[src/design/sfc_pkg.sv]
package sfc_pkg;

	// Fixed-point layout
	localparam int unsigned COORD_W   = 16;  // Q12.4 signed
	localparam int unsigned RADIUS_W  = 15;  // Q11.4 unsigned
	localparam int unsigned NORMAL_W  = 16;  // Q2.14 signed
	localparam int unsigned NORM_FRAC = 14;
	localparam int unsigned PROD_W    = COORD_W + NORMAL_W;
	// three products plus shifted offset stay below 2^32 in magnitude
	localparam int unsigned DIST_W    = 34;
	localparam int unsigned PLANE_W   = 64;
	localparam int unsigned NUM_PLANE_REGS = 6;
	localparam int unsigned CFG_IDX_W = 3;

	// Result codes
	localparam logic [1:0] VERDICT_INSIDE       = 2'd0;
	localparam logic [1:0] VERDICT_INTERSECTING = 2'd1;
	localparam logic [1:0] VERDICT_OUTSIDE      = 2'd2;

	// Packed plane word: nx 15:0, ny 31:16, nz 47:32, d 63:48
	typedef struct packed {
		logic signed [COORD_W-1:0]  d;
		logic signed [NORMAL_W-1:0] nz;
		logic signed [NORMAL_W-1:0] ny;
		logic signed [NORMAL_W-1:0] nx;
	} plane_t;

	typedef struct packed {
		logic signed [COORD_W-1:0] cx;
		logic signed [COORD_W-1:0] cy;
		logic signed [COORD_W-1:0] cz;
		logic [RADIUS_W-1:0]       r;
	} sphere_t;

	// Word handed from cell to cell
	typedef struct packed {
		logic    valid;
		sphere_t sphere;
		logic    outside;
		logic    straddle;
	} wave_t;

endpackage

[src/design/sfc_cell.sv]
module sfc_cell (
	input  logic                                clk,
	input  logic                                arst_n,
	input  logic                                wr_en,
	input  logic [sfc_pkg::PLANE_W-1:0]         wr_data,
	input  sfc_pkg::wave_t                      wave_in,
	output sfc_pkg::wave_t                      wave_out
);

	sfc_pkg::plane_t plane_q;

	logic                                  valid_s1;
	sfc_pkg::sphere_t                      sphere_s1;
	logic                                  outside_s1;
	logic                                  straddle_s1;
	logic signed [sfc_pkg::PROD_W-1:0]     px_s1;
	logic signed [sfc_pkg::PROD_W-1:0]     py_s1;
	logic signed [sfc_pkg::PROD_W-1:0]     pz_s1;
	logic signed [sfc_pkg::COORD_W-1:0]    d_s1;

	logic                                  valid_s2;
	sfc_pkg::sphere_t                      sphere_s2;
	logic                                  outside_s2;
	logic                                  straddle_s2;
	logic signed [sfc_pkg::DIST_W-1:0]     dist_s2;

	logic                                  valid_s3;
	sfc_pkg::sphere_t                      sphere_s3;
	logic                                  outside_s3;
	logic                                  straddle_s3;

	logic signed [sfc_pkg::DIST_W-1:0]     dist_sum;
	logic signed [sfc_pkg::DIST_W-1:0]     d_ext;
	logic signed [sfc_pkg::DIST_W-1:0]     r_ext;
	logic signed [sfc_pkg::DIST_W-1:0]     r_neg;
	logic                                  is_out;
	logic                                  is_straddle;

	always_ff @(posedge clk or negedge arst_n) begin
		if (!arst_n) begin
			plane_q <= '0;
		end else if (wr_en) begin
			plane_q <= sfc_pkg::plane_t'(wr_data);
		end
	end

	// Stage 1: three products
	always_ff @(posedge clk or negedge arst_n) begin
		if (!arst_n) begin
			valid_s1 <= 1'b0;
		end else begin
			valid_s1 <= wave_in.valid;
		end
	end

	always_ff @(posedge clk) begin
		sphere_s1   <= wave_in.sphere;
		outside_s1  <= wave_in.outside;
		straddle_s1 <= wave_in.straddle;
		px_s1       <= plane_q.nx * wave_in.sphere.cx;
		py_s1       <= plane_q.ny * wave_in.sphere.cy;
		pz_s1       <= plane_q.nz * wave_in.sphere.cz;
		d_s1        <= plane_q.d;
	end

	// Stage 2: signed distance, exact
	always_comb begin
		d_ext    = {{(sfc_pkg::DIST_W - sfc_pkg::COORD_W - sfc_pkg::NORM_FRAC)
			{d_s1[sfc_pkg::COORD_W-1]}}, d_s1, {sfc_pkg::NORM_FRAC{1'b0}}};
		dist_sum = sfc_pkg::DIST_W'(px_s1) + sfc_pkg::DIST_W'(py_s1)
			+ sfc_pkg::DIST_W'(pz_s1) + d_ext;
	end

	always_ff @(posedge clk or negedge arst_n) begin
		if (!arst_n) begin
			valid_s2 <= 1'b0;
		end else begin
			valid_s2 <= valid_s1;
		end
	end

	always_ff @(posedge clk) begin
		sphere_s2   <= sphere_s1;
		outside_s2  <= outside_s1;
		straddle_s2 <= straddle_s1;
		dist_s2     <= dist_sum;
	end

	// Stage 3: compare against the radius, merge flags
	always_comb begin
		r_ext = {{(sfc_pkg::DIST_W - sfc_pkg::RADIUS_W - sfc_pkg::NORM_FRAC){1'b0}},
			sphere_s2.r, {sfc_pkg::NORM_FRAC{1'b0}}};
		r_neg       = -r_ext;
		is_out      = dist_s2 < r_neg;
		is_straddle = (dist_s2 > r_neg) && (dist_s2 < r_ext);
	end

	always_ff @(posedge clk or negedge arst_n) begin
		if (!arst_n) begin
			valid_s3 <= 1'b0;
		end else begin
			valid_s3 <= valid_s2;
		end
	end

	always_ff @(posedge clk) begin
		sphere_s3   <= sphere_s2;
		outside_s3  <= outside_s2 | is_out;
		straddle_s3 <= straddle_s2 | is_straddle;
	end

	assign wave_out = '{valid: valid_s3, sphere: sphere_s3, outside: outside_s3,
		straddle: straddle_s3};

endmodule

[config.mk]
export PLATFORM = sky130hd
export DESIGN_NAME = sfc_cell
export DESIGN_NICKNAME = d
export VERILOG_FILES = /design/src/design/sfc_pkg.sv /design/src/design/sfc_cell.sv
export SDC_FILE = /design/constraint.sdc
export NUM_CORES = 2
export LEC_CHECK = 0
export ABC_AREA = 0
export BUFFER_PORTS_ARGS = -buffer_cell sky130_fd_sc_hd__clkbuf_2
export CORE_MARGIN = 2
export CORE_UTILIZATION = 37
export CTS_CLUSTER_SIZE = 30
export DETAILED_ROUTE_END_ITERATION = 10
export PLACE_DENSITY = 0.62
export SYNTH_ARGS = -nofsm -noshare
export SYNTH_HDL_FRONTEND = slang
export SYNTH_SLANG_ARGS = --single-unit
[constraint.sdc]
create_clock -name clk -period 13 [get_ports clk]
set_input_delay 1.3 -clock clk [delete_from_list [all_inputs] [get_ports clk]]
set_output_delay 1.3 -clock clk [all_outputs]
set_load 0.01 [all_outputs]
=== Yosys cells after proc, flatten, opt, wreduce, memory -nomap -nowiden ===
Index checks and enable logic that the tools add are counted.
W data, S select, Z words.

* $add $sub $neg: 4
* $lt $le $gt $ge: 3
* Div/mod/pow operators: 0
* $mul: 3
* Bitwise operators: 2
* Mux-type cells: 0
* Reduce and logical (&&, ||, !) cells: 1
* Equal/unequal tests: 0
* Shift-type cells: 0

{| class="wikitable"
|+ Operators by type and width
! operator !! count
|-
| $mul A16 B16 Y32 || 3
|-
| $add A33 B32 Y34 || 1
|-
| $add A34 B30 Y34 || 1
|-
| $gt A34 B34 Y1 || 1
|-
| $lt A34 B30 Y1 || 1
|-
| $lt A34 B34 Y1 || 1
|-
| $neg A29 Y34 || 1
|-
| $add A32 B32 Y33 || 1
|-
| $or A1 B1 Y1 || 2
|-
| $logic_and A1 B1 Y1 || 1
|}

* Bits in registers: 408
* Bits in read-only memories: 0
* Memory bits (writable): 0
* Output and inout bits: 66
* Bits in latches: 0
* Memories: 0
* Word-level logic and storage cells: 43
* Input port bits: 133

=== Depth between registers and ports, before layout ===
* Word-level depth: 4
* Mapped depth: 25
* Depth with buffers taken out: 23

=== Worst setup path after synthesis ===
Ideal clock, no wire load.

* Path type: input-to-reg
* From: input wave_in[24] in the netlist's numbering
* To: register pz_s1[29] in the netlist's numbering
* Arrival: 6.725 ns
* Slack: 6.149 ns
* Path buffers: 1
* Stages on the path: 24
* Required time: 12.874 ns
* Library setup time: 0.126 ns
* Cells stage by stage: clkbuf_1 > nand2_1 > fa_1 > inv_1 > fa_1 > inv_1 > fa_1 > inv_1 > fa_1 > fa_1 > inv_1 > fa_1 > inv_1 > ha_1 > nand4_1 > inv_1 > a221oi_1 > o31ai_4 > nand4_1 > a41o_1 > a31oi_2 > o21ai_2 > a32oi_1 > xor2_1

* Longest elaborated chain between the ends: 1

{| class="wikitable"
|+ Ends and longest elaborated chain
! what !! line !! text
|-
| from (decl) || sfc_cell.sv:6 || <nowiki>input sfc_pkg::wave_t wave_in,</nowiki>
|-
| $mul A16 B16 Y32 || sfc_cell.sv:62 || <nowiki>pz_s1 <= plane_q.nz * wave_in.sphere.cz;</nowiki>
|-
| to (signal assigned) || sfc_cell.sv:62 ||
|-
| to (decl) || sfc_cell.sv:18 || <nowiki>logic signed [sfc_pkg::PROD_W-1:0] pz_s1;</nowiki>
|}

No other way between the ends.
A chain may end at the register's enable or synchronous reset.

=== Final worst setup path ===
* From: input wave_in[19] in the netlist's numbering
* To: register pz_s1[29] in the netlist's numbering

Same word-level chain as after synthesis.

==> tab_implementation.tex <==
\begin{tabular}{lr}
\hline
Metric & Value \\
\hline
\multicolumn{2}{l}{\textbf{Clock network}} \\
Buffer depth of the longest clock path & 3 \\
Buffer cell driving the clock tree root & sky130\_fd\_sc\_hd\_\_clkbuf\_16 \\
Total CTS buffers & 49 \\
Number of post-CTS setup repair buffers & 0 \\
\# clock sinks & 408 \\
CTS tree & yes \\
Count of instances resized after the clock tree is built & 0 \\
Number of H-tree levels & 2 \\
CTS clk-pin slew, worst paths & 0.05 ns \\
Later-pin clock latency in the skew report & 0.64 ns \\
Cts hold-fix bufs & 0 \\
\multicolumn{2}{l}{\textbf{Critical path}} \\
Kind of critical path & in -> reg \\
Setup crit start kind & primary input \\
Total buffers and inverters traversed by the critical path & 6 \\
Critical path's slowest cell & sky130\_fd\_sc\_hd\_\_fa\_1 \\
Worst-path fanout max & 17 \\
Worst path cell trace & clkbuf\_2, and2\_1, fa\_1, inv\_1, fa\_1, fa\_1, inv\_1, fa\_1, fa\_1, inv\_1, fa\_1, inv\_1, ha\_1, nand4\_1, inv\_1, a221oi\_1, o31ai\_4, nand4\_1, a41o\_1, a31oi\_2, o21ai\_2, a32oi\_1, xor2\_1 \\
Kind of end point of the critical path & flip-flop \\
CP required & 13.50 ns \\
Arr. time, crit path & 7.32 ns \\
Maximum single-stage delay on the critical path & 0.55 ns \\
Cell seen most often among critical-path stages & sky130\_fd\_sc\_hd\_\_fa\_1 \\
CP top delay family & adder cells \\
\multicolumn{2}{l}{\textbf{Synthesis}} \\
Sequential area share after synthesis & 20.1\% \\
Gate Count Post-Synth & 4112 \\
Syn Nets & 5409 \\
Number of flops mapped to enable cells by yosys & 0 \\
Area of the mapped netlist & 42200 sq um \\
Count of distinct cell types in the synthesized netlist & 67 \\
Ys flop type & sky130\_fd\_sc\_hd\_\_dfxtp\_1 \\
Count of state elements after synthesis & 408 \\
Synthesized area per cell & 10.3 sq um \\
Yosys warnings & 0 \\
Proportion of register bits with asynchronous set or reset after synthesis & 16.4\% \\
\multicolumn{2}{l}{\textbf{Timing}} \\
Number of endpoints failing setup at the final stage & 0 \\
Worst clock skew & 0.0280 ns \\
Highest attainable clock frequency & 147 MHz \\
Final Max Tran Viols & 0 \\
Slew @ Worst Pin & 0.897 ns \\
Relative slew slack & 38.7\% \\
Final worst path period share & 52.4\% \\
RSZ-0062 raised after global routing & no \\
Final Hold Violating Endpoints & 0 \\
Tmin final & 6.82 ns \\
Worst Slack Setup Final & 6.18 ns \\
Final sum of negative setup slack & 0 ns \\
\multicolumn{2}{l}{\textbf{Route}} \\
Highest routed metal layer & met5 \\
Met3 Routed Length & 4610 um \\
DRT met1 WL & 42300 um \\
Wire length on met2 & 47800 um \\
Number of iterations in the first detailed-routing pass & 5 \\
Post-DR wirelength/cell & 16.7 um \\
Antenna-violating nets left & 0 \\
Routed Wire Length & 96800 um \\
Count of unresolved DRC violations after routing & 0 \\
Via Count & 27417 \\
Routed vias/inst & 4.73 \\
Iteration-0 DRC count of the detailed router & 1287 \\
\multicolumn{2}{l}{\textbf{Outcome}} \\
Result of the run & complete, no violations \\
\multicolumn{2}{l}{\textbf{Floorplan}} \\
Cell row count & 123 \\
Core area & 113000 sq um \\
Height of the chip & 342 um \\
Die span in x & 342 um \\
Effective utilization at floorplan & 37.4\% \\
Top Ports & 199 \\
Die area & 117000 sq um \\
\multicolumn{2}{l}{\textbf{Global route}} \\
Number of global-route vias before repair & 30085 \\
Total global routing overflow & 0 \\
Total routing resource utilization after global routing & 17.4\% \\
Pin count of the biggest net entering global routing & 37 \\
Wire length of the first global-routing pass & 161000 um \\
Antenna violations before repair & 10 \\
\multicolumn{2}{l}{\textbf{Finish}} \\
Final net count & 5556 \\
Register cell area after layout & 8500 sq um \\
Post-Layout Cell Count & 5799 \\
Area used by multi-input combinational logic & 29900 sq um \\
\# fillers & 10951 \\
Proportion of layout cells with a drive suffix above 1 & 8.79\% \\
Area overhead of the layout relative to synthesis & 9.73\% \\
\multicolumn{2}{l}{\textbf{Placement}} \\
Worst Setup Slack post-DPL & 5.59 ns \\
GP Congestion & 0.818 \\
Placed Cells & 5708 \\
HPWL Detailed & 79500 um \\
Count of input and output buffers & 198 \\
\multicolumn{2}{l}{\textbf{Flow run}} \\
Number of max-capacitance violations reported & 0 \\
\multicolumn{2}{l}{\textbf{Hold path}} \\
Worst min path class & reg -> reg \\
\hline
\end{tabular}
==> cell families after synthesis <==
logic type,after synthesis,synth area share (%)
adders and majority gates,1164,49.4
buffers and inverters,1016,9.05
and+or+nand+nor,994,11.6
DFF,408,20.1
AOI/OAI and AO/OA,320,5.08
xor gates and xnor gates,145,3.01
muxes,65,1.73
==> metal layers <==
metal	track usage, %	vias up
met1	23.0	14130
met4	3.96	8
li1	-	12614
met2	30.0	535
met5	0	-
met3	2.81	130
==> flip-flops by register name, indices dropped and copies added (netlist names), 15 cells and up <==
name	flops
d_s1	16
sphere_s2	48
dist_s2	34
pz_s1	32
px_s1	32
py_s1	32
sphere_s1	63
wave_out	63
plane_q	64
r_ext	15
==> layout make-up <==
type,count,area share [%]
antenna,1,0.00540
inverter,905,7.33
timing repair buffer,207,2.29
clock buffer,66,2.92
sequential,408,18.3
clock inverter,24,0.526
multi-input combinational,2688,64.5
tap,1500,4.05
==> synthesized netlist by cell type, drive strengths merged (2+ instances only) <==
master	number	area, sq um
inv	905	3400
a311oi	2	17.5
fa	838	16800
nor4	9	56.3
a21o	47	353
o21ai	69	353
a41oi	4	57.6
nand2b	26	163
o31a	2	17.5
or2	2	12.5
o21bai	13	101
clkbuf	107	402
nand4	17	106
nor2b	12	75.1
a31oi	9	62.6
nand2	414	1550
o21a	19	143
or3	2	12.5
mux2	65	732
xnor2	112	981
and2	372	2330
dfxtp	341	6830
a211o	2	17.5
nor2	96	360
nand3	22	110
a311o	2	20.0
buf	4	26.3
o31ai	7	90.1
xor2	33	289
a21oi	107	566
ha	326	4080
a21boi	5	37.5
dfrtp	67	1680
a2111oi	3	45.1
a31o	2	17.5
a211oi	10	85.1
o311ai	2	25.0
and3	7	43.8
o211ai	6	45.0
o41ai	2	17.5
nor3	10	50.1
==> layout by cell type (no fill, tap or decap), types with 96 or more instances in the layout <==
master and instances:
sky130_fd_sc_hd__clkbuf_2 196, sky130_fd_sc_hd__ha_1 326, sky130_fd_sc_hd__fa_1 838, sky130_fd_sc_hd__a21oi_1 99, sky130_fd_sc_hd__and2_1 372, sky130_fd_sc_hd__nor2_1 96
sky130_fd_sc_hd__inv_1 905, sky130_fd_sc_hd__nand2_1 414, sky130_fd_sc_hd__xnor2_1 112, sky130_fd_sc_hd__dfxtp_1 341
==> path summary, 6_finish.rpt <==
check	from	slack, ns	end	depth (start not counted)
min reg2reg	sphere_s1[7]$_DFF_P_	0.32	r_ext[21]$_DFF_P_	0
max in group asynchronous	arst_n	11.34	plane_q[63]$_DFFE_PN0P_	2
max	wave_in[19]	6.18	pz_s1[29]$_DFF_P_	23
min in group asynchronous	arst_n	0.68	plane_q[40]$_DFFE_PN0P_	1
max reg2reg	plane_q[31]$_DFFE_PN0P_	6.41	py_s1[30]$_DFF_P_	20
min	sphere_s1[7]$_DFF_P_	0.32	r_ext[21]$_DFF_P_	0
==> metrics by stage <==
step / utilization (%) / instance area, sq um / hold slack, ns
after floorplan: - / 42200 / 0.310
after global placement: 39.7 / 44800 / 0.309
after detailed placement: 39.7 / 44800 / 0.312
after CTS: 41.1 / 46400 / 0.320
after global routing: 41.1 / 46400 / 0.326
final: 41.1 / 46400 / 0.321
Power is not shown: default switching activity piles up to over one toggle a cycle in this logic, so the estimate is an artifact.
